`config.mk`:
```
export PLATFORM = sky130hd
export DESIGN_NAME = pte_ctrl
export DESIGN_NICKNAME = d
export VERILOG_FILES = /design/src/sv/pte_pkg.sv /design/src/sv/pte_ctrl.sv
export SDC_FILE = /design/constraint.sdc
export NUM_CORES = 1
export LEC_CHECK = 0
export BUFFER_PORTS_ARGS = -buffer_cell sky130_fd_sc_hd__buf_2
export CAP_MARGIN = 20
export CORE_UTILIZATION = 60
export DETAILED_ROUTE_END_ITERATION = 16
export GPL_TIMING_DRIVEN = 0
export PLACE_DENSITY = 0.91
export SYNTH_ARGS = -nofsm -noshare
export SYNTH_HDL_FRONTEND = slang
export SYNTH_SLANG_ARGS = --single-unit
export TNS_END_PERCENT = 50
```
`constraint.sdc`:
```
create_clock -name clk_i -period 6.6 [get_ports clk_i]
set_clock_uncertainty 0.1 [all_clocks]
set_input_delay 1.32 -clock clk_i [delete_from_list [all_inputs] [get_ports clk_i]]
set_output_delay 1.32 -clock clk_i [all_outputs]
set_load 0.02 [all_outputs]
```
`src/sv/pte_pkg.sv`:
```
// Shared types, codes and constants for the pheromone table roulette engine.
// No dependencies; pte_dp, pte_ctrl and the top level import this package.
package pte_pkg;

  localparam int DEF_NUM_BINS = 32;
  localparam int DEF_MAX_DIMS = 16;

  localparam int DATA_W    = 32;
  localparam int CFG_IDX_W = 3;
  localparam int DIMS_W    = 5;
  localparam int EVAP_W    = 16;
  localparam int MODE_W    = 2;
  localparam int DIM_W     = 4;
  localparam int BIN_W     = 5;

  // restoring divider: 48-bit dividend (scale << 16), 33-bit divisor
  localparam int NUM_W     = 48;
  localparam int DEN_W     = 33;
  localparam int DIV_STEPS = 48;

  localparam logic [MODE_W-1:0] MODE_CLEAR   = 2'd0;
  localparam logic [MODE_W-1:0] MODE_SELECT  = 2'd1;
  localparam logic [MODE_W-1:0] MODE_DEPOSIT = 2'd2;
  localparam logic [MODE_W-1:0] MODE_EVAP    = 2'd3;

  localparam logic [CFG_IDX_W-1:0] REG_DIMS  = 3'd0;
  localparam logic [CFG_IDX_W-1:0] REG_INIT  = 3'd1;
  localparam logic [CFG_IDX_W-1:0] REG_SCALE = 3'd2;
  localparam logic [CFG_IDX_W-1:0] REG_EVAP  = 3'd3;
  localparam logic [CFG_IDX_W-1:0] REG_SEED  = 3'd4;

  localparam logic [DIMS_W-1:0] RESET_DIMS  = 5'd1;
  localparam logic [DATA_W-1:0] RESET_LEVEL = 32'h0001_0000;
  localparam logic [DATA_W-1:0] RESET_SCALE = 32'h0001_0000;
  localparam logic [EVAP_W-1:0] RESET_EVAP  = 16'd58982;
  localparam logic [DATA_W-1:0] RESET_SEED  = 32'd1;

  typedef enum logic [1:0] {
    WS_RESET,
    WS_INIT,
    WS_EVAP,
    WS_DEP
  } wsrc_e;

  typedef struct packed {
    logic  seed_ld;
    logic  rng_step;
    logic  acc_clr;
    logic  sum_en;
    logic  mul_lo;
    logic  mul_hi;
    logic  cmp_en;
    logic  div_start;
    logic  div_step;
    logic  wr_en;
    wsrc_e wsrc;
  } cmd_t;

  typedef struct packed {
    logic sum_zero;
    logic hit;
    logic sat;
  } sts_t;

  function automatic logic [DATA_W-1:0] xorshift32(input logic [DATA_W-1:0] x);
    logic [DATA_W-1:0] a;
    logic [DATA_W-1:0] b;
    a = x ^ (x << 13);
    b = a ^ (a >> 17);
    return b ^ (b << 5);
  endfunction

endpackage

```
`src/sv/pte_ctrl.sv`:
```
// Controller: state machine, sweep and row counters, read pipeline tags,
// RAM addressing and the output result register.
// Depends on pte_pkg.
module pte_ctrl
  import pte_pkg::*;
#(
  parameter int NUM_BINS = DEF_NUM_BINS,
  parameter int MAX_DIMS = DEF_MAX_DIMS
) (
  input  logic                                 clk_i,
  input  logic                                 rst_ni,
  input  logic                                 in_valid_i,
  output logic                                 in_ready_o,
  input  logic [MODE_W-1:0]                    mode_i,
  input  logic [DIM_W-1:0]                     dim_i,
  input  logic [BIN_W-1:0]                     bin_i,
  output logic                                 out_valid_o,
  input  logic                                 out_ready_i,
  output logic [BIN_W-1:0]                     chosen_bin_o,
  output logic                                 saturated_o,
  input  logic [DIMS_W-1:0]                    dims_in_use_i,
  output cmd_t                                 cmd_o,
  output logic [$clog2(NUM_BINS*MAX_DIMS)-1:0] rd_addr_o,
  output logic [$clog2(NUM_BINS*MAX_DIMS)-1:0] wr_addr_o,
  input  sts_t                                 sts_i
);

  localparam int DEPTH  = NUM_BINS * MAX_DIMS;
  localparam int AW     = $clog2(DEPTH);
  localparam int CNT_W  = ($clog2(DEPTH + 1) > 6) ? $clog2(DEPTH + 1) : 6;
  localparam int ACT_W  = $clog2(MAX_DIMS + 1);

  localparam logic [3:0] ST_INIT   = 4'd0;
  localparam logic [3:0] ST_IDLE   = 4'd1;
  localparam logic [3:0] ST_CLEAR  = 4'd2;
  localparam logic [3:0] ST_SUM    = 4'd3;
  localparam logic [3:0] ST_MUL_LO = 4'd4;
  localparam logic [3:0] ST_MUL_HI = 4'd5;
  localparam logic [3:0] ST_CMP    = 4'd6;
  localparam logic [3:0] ST_DIV    = 4'd7;
  localparam logic [3:0] ST_DEP_RD = 4'd8;
  localparam logic [3:0] ST_DEP_WR = 4'd9;
  localparam logic [3:0] ST_EVAP   = 4'd10;
  localparam logic [3:0] ST_DONE   = 4'd11;

  logic [3:0]       state_q, state_d;
  logic [CNT_W-1:0] cnt_q, cnt_d;
  logic [CNT_W-1:0] lim_q, lim_d;
  logic [AW-1:0]    base_q, base_d;
  logic [BIN_W-1:0] bin_q, bin_d;
  logic             p1_v_q, p1_v_d, p2_v_q;
  logic [CNT_W-1:0] p1_cnt_q, p2_cnt_q;
  logic [BIN_W-1:0] pend_bin_q, pend_bin_d;
  logic             pend_sat_q, pend_sat_d;
  logic             mv_q, mv_d;
  logic [BIN_W-1:0] obin_q;
  logic             osat_q;
  logic             out_ld;
  logic [ACT_W-1:0] act;
  logic             dim_ok, bin_ok, issue;
  logic [AW-1:0]    flat_addr, row_addr, dep_addr, p1_addr;

  assign act = (int'(dims_in_use_i) > MAX_DIMS) ? ACT_W'(MAX_DIMS) : ACT_W'(dims_in_use_i);
  assign dim_ok = int'(dim_i) < int'(act);
  assign bin_ok = int'(bin_i) < NUM_BINS;
  assign issue  = cnt_q < lim_q;

  assign flat_addr = AW'(cnt_q);
  assign row_addr  = base_q + AW'(cnt_q);
  assign dep_addr  = base_q + AW'(bin_q);
  assign p1_addr   = AW'(p1_cnt_q);

  assign in_ready_o = (state_q == ST_IDLE);

  always_comb begin
    state_d    = state_q;
    cnt_d      = cnt_q;
    lim_d      = lim_q;
    base_d     = base_q;
    bin_d      = bin_q;
    pend_bin_d = pend_bin_q;
    pend_sat_d = pend_sat_q;
    p1_v_d     = 1'b0;
    out_ld     = 1'b0;
    cmd_o      = '0;
    cmd_o.wsrc = WS_RESET;
    rd_addr_o  = row_addr;
    wr_addr_o  = dep_addr;

    unique case (state_q)
      ST_INIT: begin
        if (issue) begin
          cmd_o.wr_en = 1'b1;
          wr_addr_o   = flat_addr;
          cnt_d       = cnt_q + 1'b1;
        end else begin
          state_d = ST_IDLE;
        end
      end
      ST_IDLE: begin
        if (in_valid_i) begin
          pend_bin_d = '0;
          pend_sat_d = 1'b0;
          cnt_d      = '0;
          base_d     = AW'(int'(dim_i) * NUM_BINS);
          bin_d      = bin_i;
          unique case (mode_i)
            MODE_CLEAR: begin
              cmd_o.seed_ld = 1'b1;
              lim_d         = CNT_W'(DEPTH);
              state_d       = ST_CLEAR;
            end
            MODE_SELECT: begin
              if (dim_ok) begin
                cmd_o.rng_step = 1'b1;
                cmd_o.acc_clr  = 1'b1;
                lim_d          = CNT_W'(NUM_BINS);
                state_d        = ST_SUM;
              end else begin
                state_d = ST_DONE;
              end
            end
            MODE_DEPOSIT: begin
              if (dim_ok && bin_ok) begin
                cmd_o.div_start = 1'b1;
                state_d         = ST_DIV;
              end else begin
                state_d = ST_DONE;
              end
            end
            default: begin
              lim_d   = CNT_W'(int'(act) * NUM_BINS);
              state_d = ST_EVAP;
            end
          endcase
        end
      end
      ST_CLEAR: begin
        if (issue) begin
          cmd_o.wr_en = 1'b1;
          cmd_o.wsrc  = WS_INIT;
          wr_addr_o   = flat_addr;
          cnt_d       = cnt_q + 1'b1;
        end else begin
          state_d = ST_DONE;
        end
      end
      ST_EVAP: begin
        rd_addr_o = flat_addr;
        if (issue) begin
          p1_v_d = 1'b1;
          cnt_d  = cnt_q + 1'b1;
        end
        if (p1_v_q) begin
          cmd_o.wr_en = 1'b1;
          cmd_o.wsrc  = WS_EVAP;
          wr_addr_o   = p1_addr;
        end
        if (!issue && !p1_v_q) state_d = ST_DONE;
      end
      ST_SUM: begin
        if (issue) begin
          p1_v_d = 1'b1;
          cnt_d  = cnt_q + 1'b1;
        end
        cmd_o.sum_en = p1_v_q;
        if (!issue && !p1_v_q) begin
          if (sts_i.sum_zero) begin
            pend_bin_d = BIN_W'(NUM_BINS - 1);
            state_d    = ST_DONE;
          end else begin
            state_d = ST_MUL_LO;
          end
        end
      end
      ST_MUL_LO: begin
        cmd_o.mul_lo = 1'b1;
        state_d      = ST_MUL_HI;
      end
      ST_MUL_HI: begin
        cmd_o.mul_hi = 1'b1;
        cnt_d        = '0;
        state_d      = ST_CMP;
      end
      ST_CMP: begin
        // read, accumulate, compare: a bin's verdict follows its RAM read register and the running-sum register
        if (issue) begin
          p1_v_d = 1'b1;
          cnt_d  = cnt_q + 1'b1;
        end
        cmd_o.cmp_en = p1_v_q;
        if (p2_v_q) begin
          if (sts_i.hit) begin
            pend_bin_d = BIN_W'(p2_cnt_q);
            state_d    = ST_DONE;
          end else if (p2_cnt_q == lim_q - 1'b1) begin
            pend_bin_d = BIN_W'(NUM_BINS - 1);
            state_d    = ST_DONE;
          end
        end
      end
      ST_DIV: begin
        cmd_o.div_step = 1'b1;
        cnt_d          = cnt_q + 1'b1;
        if (cnt_q == CNT_W'(DIV_STEPS - 1)) state_d = ST_DEP_RD;
      end
      ST_DEP_RD: begin
        rd_addr_o = dep_addr;
        state_d   = ST_DEP_WR;
      end
      ST_DEP_WR: begin
        cmd_o.wr_en = 1'b1;
        cmd_o.wsrc  = WS_DEP;
        pend_sat_d  = sts_i.sat;
        state_d     = ST_DONE;
      end
      ST_DONE: begin
        if (!mv_q || out_ready_i) begin
          out_ld  = 1'b1;
          state_d = ST_IDLE;
        end
      end
      default: state_d = ST_IDLE;
    endcase
  end

  assign mv_d = out_ld | (mv_q & ~out_ready_i);

  always_ff @(posedge clk_i or negedge rst_ni) begin
    if (!rst_ni) begin
      state_q <= ST_INIT;
      cnt_q   <= '0;
      lim_q   <= CNT_W'(DEPTH);
      p1_v_q  <= 1'b0;
      p2_v_q  <= 1'b0;
      mv_q    <= 1'b0;
    end else begin
      state_q <= state_d;
      cnt_q   <= cnt_d;
      lim_q   <= lim_d;
      p1_v_q  <= p1_v_d;
      p2_v_q  <= p1_v_q;
      mv_q    <= mv_d;
    end
  end

  always_ff @(posedge clk_i) begin
    base_q     <= base_d;
    bin_q      <= bin_d;
    pend_bin_q <= pend_bin_d;
    pend_sat_q <= pend_sat_d;
    p1_cnt_q   <= cnt_q;
    p2_cnt_q   <= p1_cnt_q;
    if (out_ld) begin
      obin_q <= pend_bin_q;
      osat_q <= pend_sat_q;
    end
  end

  assign out_valid_o  = mv_q;
  assign chosen_bin_o = obin_q;
  assign saturated_o  = osat_q;

  a_no_write_idle: assert property (@(posedge clk_i) disable iff (!rst_ni)
    (state_q == ST_IDLE) |-> !cmd_o.wr_en)
    else $error("RAM write while idle");

  a_accept_leaves_idle: assert property (@(posedge clk_i) disable iff (!rst_ni)
    (in_valid_i && in_ready_o) |=> (state_q != ST_IDLE))
    else $error("accepted item did not start work");

  a_cmp_tag_range: assert property (@(posedge clk_i) disable iff (!rst_ni)
    (state_q == ST_CMP && p2_v_q) |-> (int'(p2_cnt_q) < NUM_BINS))
    else $error("compare stage past last bin");

  a_dep_order: assert property (@(posedge clk_i) disable iff (!rst_ni)
    (state_q == ST_DEP_WR) |-> ($past(state_q) == ST_DEP_RD))
    else $error("deposit write without read");

  a_result_once: assert property (@(posedge clk_i) disable iff (!rst_ni)
    out_ld |-> (!mv_q || out_ready_i))
    else $error("result overwritten before transfer");

endmodule

```
After elaboration in Yosys (flattened, before gate mapping) --
Cells that the tools add are included.
Word-level totals: register bits 68, bits of input ports 23, output and inout port bits 38, logic and storage cells 127
Operators by class: add/subtract/negate cells 4, $lt $le $gt $ge 3, eq/ne operators 27, mux-type cells 56, bitwise logic cells 4, reductions and logical operators 19
Operators by type and width (count):
- $mux 4 | 13
- $pmux 4 s12 | 1
- $pmux 10 s4 | 1
- $pmux 9 s2 | 2
- $mux 5 | 7
- $mux 10 | 3
- $pmux 10 s3 | 1
- $ne 2x2->1 const B | 10
- $mux 9 | 2
- $eq 4x3->1 const B | 4
- $eq 4x4->1 const B | 4
- $mux 1 | 15
- $pmux 5 s3 | 1
- $mux 3 | 4
- $pmux 4 s3 | 1
- $add 10x1->10 const B | 1
- $eq 10x10->1 | 1
- $eq 10x6->1 const B | 1
- $lt 10x10->1 | 1
- $sub 10x1->10 const B | 1
- $add 9x5->9 | 1
- $add 9x9->9 | 1
- $reduce_and 9->1 | 1
- $eq 4x2->1 const B | 2
- 29 further kinds | 34

Logic depth before layout (Yosys ltp) --
depth after elaboration 7, mapped depth 10, mapped depth without buffers 8

Worst setup path before layout --
No wires, ideal clock.
path type input -> output, start input dims_in_use_i[4], end output cmd_o[10] (netlist name), data arrival time 2.930 ns, required time 5.180 ns, slack 2.250 ns, stages 10, buffers on the path 2, cell sequence clkbuf_1 > nand2b_1 > ha_1 > a21oi_1 > o21ai_0 > a21oi_1 > nor2_1 > nor2_1 > and2_1 > buf_4
RTL lines:
- start, declared | RTL line pte_ctrl.sv:21 | input logic [DIMS_W-1:0] dims_in_use_i,
- end, declared | RTL line pte_ctrl.sv:22 | output cmd_t cmd_o,

==> run metrics <==
worst reg2reg path depth 6; Worst slew margin 0.256; Antenna Cells 0; dpl cell area ~3800 µm²; buffers added on ports 59; clk root buf clkbuf_8; asr flop ratio synth 0.349; commonest non-fill, non-tap cell in the layout buf_2; Area growth, synth to finish 17.6%; clk buf depth 2; net switching power 0.000173 W; initial antenna violation count 0; RSZ-0062 raised after global routing no; synthesis warning total 0; Iter 0 DRT Violations 261; first-pass iteration count of the detailed router 4; global-route wire length before repair 14600 µm; Max Fclk 0.220 GHz; nets 467; Routed wire per std cell 17.6 µm; via count 3117; Clock Pin Slew Worst Setup and Hold Paths 70 ps; post-route cell area between 4000 and 5000 µm²; CP endpoint kind output port; hold_buf cts 0; TNS Setup 0 ps; Die X between 70 and 80 µm; Leak 1.77 nW; area share of the leading cell type in the synthesized netlist 0.182; Seq cells post-synth 63; synthesized area between 3000 and 4000 µm²; Sw Ratio 0.214; post_cts resized 0; status finished clean; syn_area_per_cell just under 10 µm²; net count after synthesis 397; Routed Antenna Nets 0; gr usage total 0.317; Unique masters post-synth 60; Final Critical Period between 4000 and 5000 ps; Congestion Overflow GR 0; peak supply drop 160 µV; Worst setup SP type input pin; Slew Limit Fails 0; Worst Path Required 5180 ps; leading post-synthesis cells by cell area edfxtp_1 18%, dfrtp_1 15%, dfxtp_1 12%; DRC errors left 0; sequential area share after synthesis 0.458; buffer count from post-CTS setup fixing 0; WS Path Type in -> out; MaxCap Viol Count 0; clk sink count 63; post-DP HPWL about 6000 µm; register share of total power 0.497; Ports just over 60; clock buffer count from CTS 9; Pint 0.000634 W; hold wc startpoint p1_cnt_q[9]; Initial Util 0.624; most frequent cells in the layout 61 x buf_2, 37 x nand2_1, 25 x nor2_1; largest net degree at the start of global routing 23; Final Hold Fails 0; via-per-instance ratio 6.18; Worst EP arrival 3130 ps; prevailing post-synth register cell edfxtp_1; worst-skew pair later-pin latency 340 ps; Die Area between 6000 and 7000 µm²; clock network power share 0.473; Hold WC Path Type reg -> reg; pwr dens roughly 200 nW/µm²; most area-hungry cell type in the Yosys netlist edfxtp_1; CTS H-tree lvls 3; Worst R2R Start lim_q[5]; CTS tree yes; Core Rows 27; Routability Congestion 1.01; Worst Hold Depth 0; Tightest Pin Transition 1110 ps; vias in the first global route 3058; combinational share of power 0.031; cells after synthesis around 360; # setup viols final 0; Post-synth EDFFs 21; Core Region 5540 µm²; share of layout cells above drive strength 1 0.234; Die H 77.9 µm; final worst-path cycle share 0.690; worst setup path start dims_in_use_i[4]; CP max FO 9; final wirelength 8880 µm
kinds of logic (layout without fill, tap and decap cells):
family / Yosys count / in the layout / synth area share
AO/OA/AOI/OAI: 87 / 87 / 0.163
XOR/XNOR: 10 / 10 / 0.0253
adder cells (fa/ha/maj): 18 / 18 / 0.0666
buffers and inverters: 28 / 103 / 0.0355
flip-flops: 63 / 63 / 0.458
multiplexers: 16 / 16 / 0.0511
AND/OR/NAND/NOR: 135 / 135 / 0.200
critical path, cell delays in order:
cell and delay [ps]:
clkbuf_1 240, nand2b_1 180, ha_1 250, a21oi_1 130, o21ai_0 140, a21oi_1 240, nor2_1 90, nor2_1 130
and2_1 150, buf_4 100, buf_2 150
area by class of cell:
| class | instances | area, µm² |
|---|---|---|
| repair buffers | 59 | 295 |
| clock buffers | 11 | 141 |
| flip-flops and latches | 63 | 1580 |
| inverters | 15 | 56.3 |
| fillers | 405 | 1480 |
| clock inverters | 5 | 81.3 |
| multi-input cells | 266 | 1750 |
| plain buffers | 13 | 66.3 |
| well taps | 72 | 90.1 |
flip-flops by register name (all words and copies together) (netlist names):
signal and cells:
pend_sat_q 1, p1_cnt_q 10, saturated_o 1, pend_bin_q 5, p2_v_q 1, out_valid_o 1
state_q 4, base_q 4, lim_q 5, p2_cnt_q 10, chosen_bin_o 5, bin_q 5
cnt_q 10, p1_v_q 1
synthesized netlist by cell type (all sizes together), types with 3 or more instances:
master,number
a31oi,3
a22oi,9
a21o,5
mux2,10
nor2,25
a21oi,19
o31ai,5
nor3,17
or4,3
o21ai,27
mux2i,6
edfxtp,21
nand2b,11
o211ai,4
and3,5
nand2,37
nand3,8
nor2b,12
nor4,3
xnor2,9
buf,6
dfrtp,21
inv,15
ha,16
clkbuf,7
and2,3
dfxtp,20
power groups by stage:
stage | Combinational (W) | Sequential, W | Clock, W
2_1_floorplan | 0.0000109 | 0.000409 | 0
3_3_place_gp | 0.0000239 | 0.000409 | 0
3_5_place_dp | 0.0000244 | 0.000409 | 0
4_1_cts | 0.0000246 | 0.000401 | 0.000381
5_1_grt | 0.0000281 | 0.000400 | 0.000397
6_report | 0.0000248 | 0.000401 | 0.000381
per-stage QoR:
stage	setup slack, ps	utilization	std cells	total power (W)	hold WS (ps)
2_1_floorplan	2250	-	357	0.000420	210
3_3_place_gp	2150	0.693	488	0.000433	210
3_5_place_dp	2070	0.693	488	0.000433	225
4_1_cts	2050	0.734	504	0.000806	243
5_1_grt	1770	0.734	504	0.000825	256
6_report	2050	0.734	504	0.000806	243
path summary, 6_finish.rpt:
path / to / slack (ps)
max in group asynchronous: lim_q[9] / 5180
min in group asynchronous: state_q[0] / 840
setup / recovery: cmd_o[10] / 2050
hold reg to reg: p2_cnt_q[9] / 240
setup reg to reg: pend_bin_q[1] / 3670
hold / removal: p2_cnt_q[9] / 240
per-layer routing:
metal | global-route usage | wire [µm] | vias to the layer above
li1 | - | - | 1434
met1 | 0.400 | 3590 | 1472
met2 | 0.507 | 4310 | 179
met3 | 0.0682 | 682 | 32
met4 | 0.174 | 291 | 0
met5 | 0 | 0 | -
(Power assumes the default switching activity.)
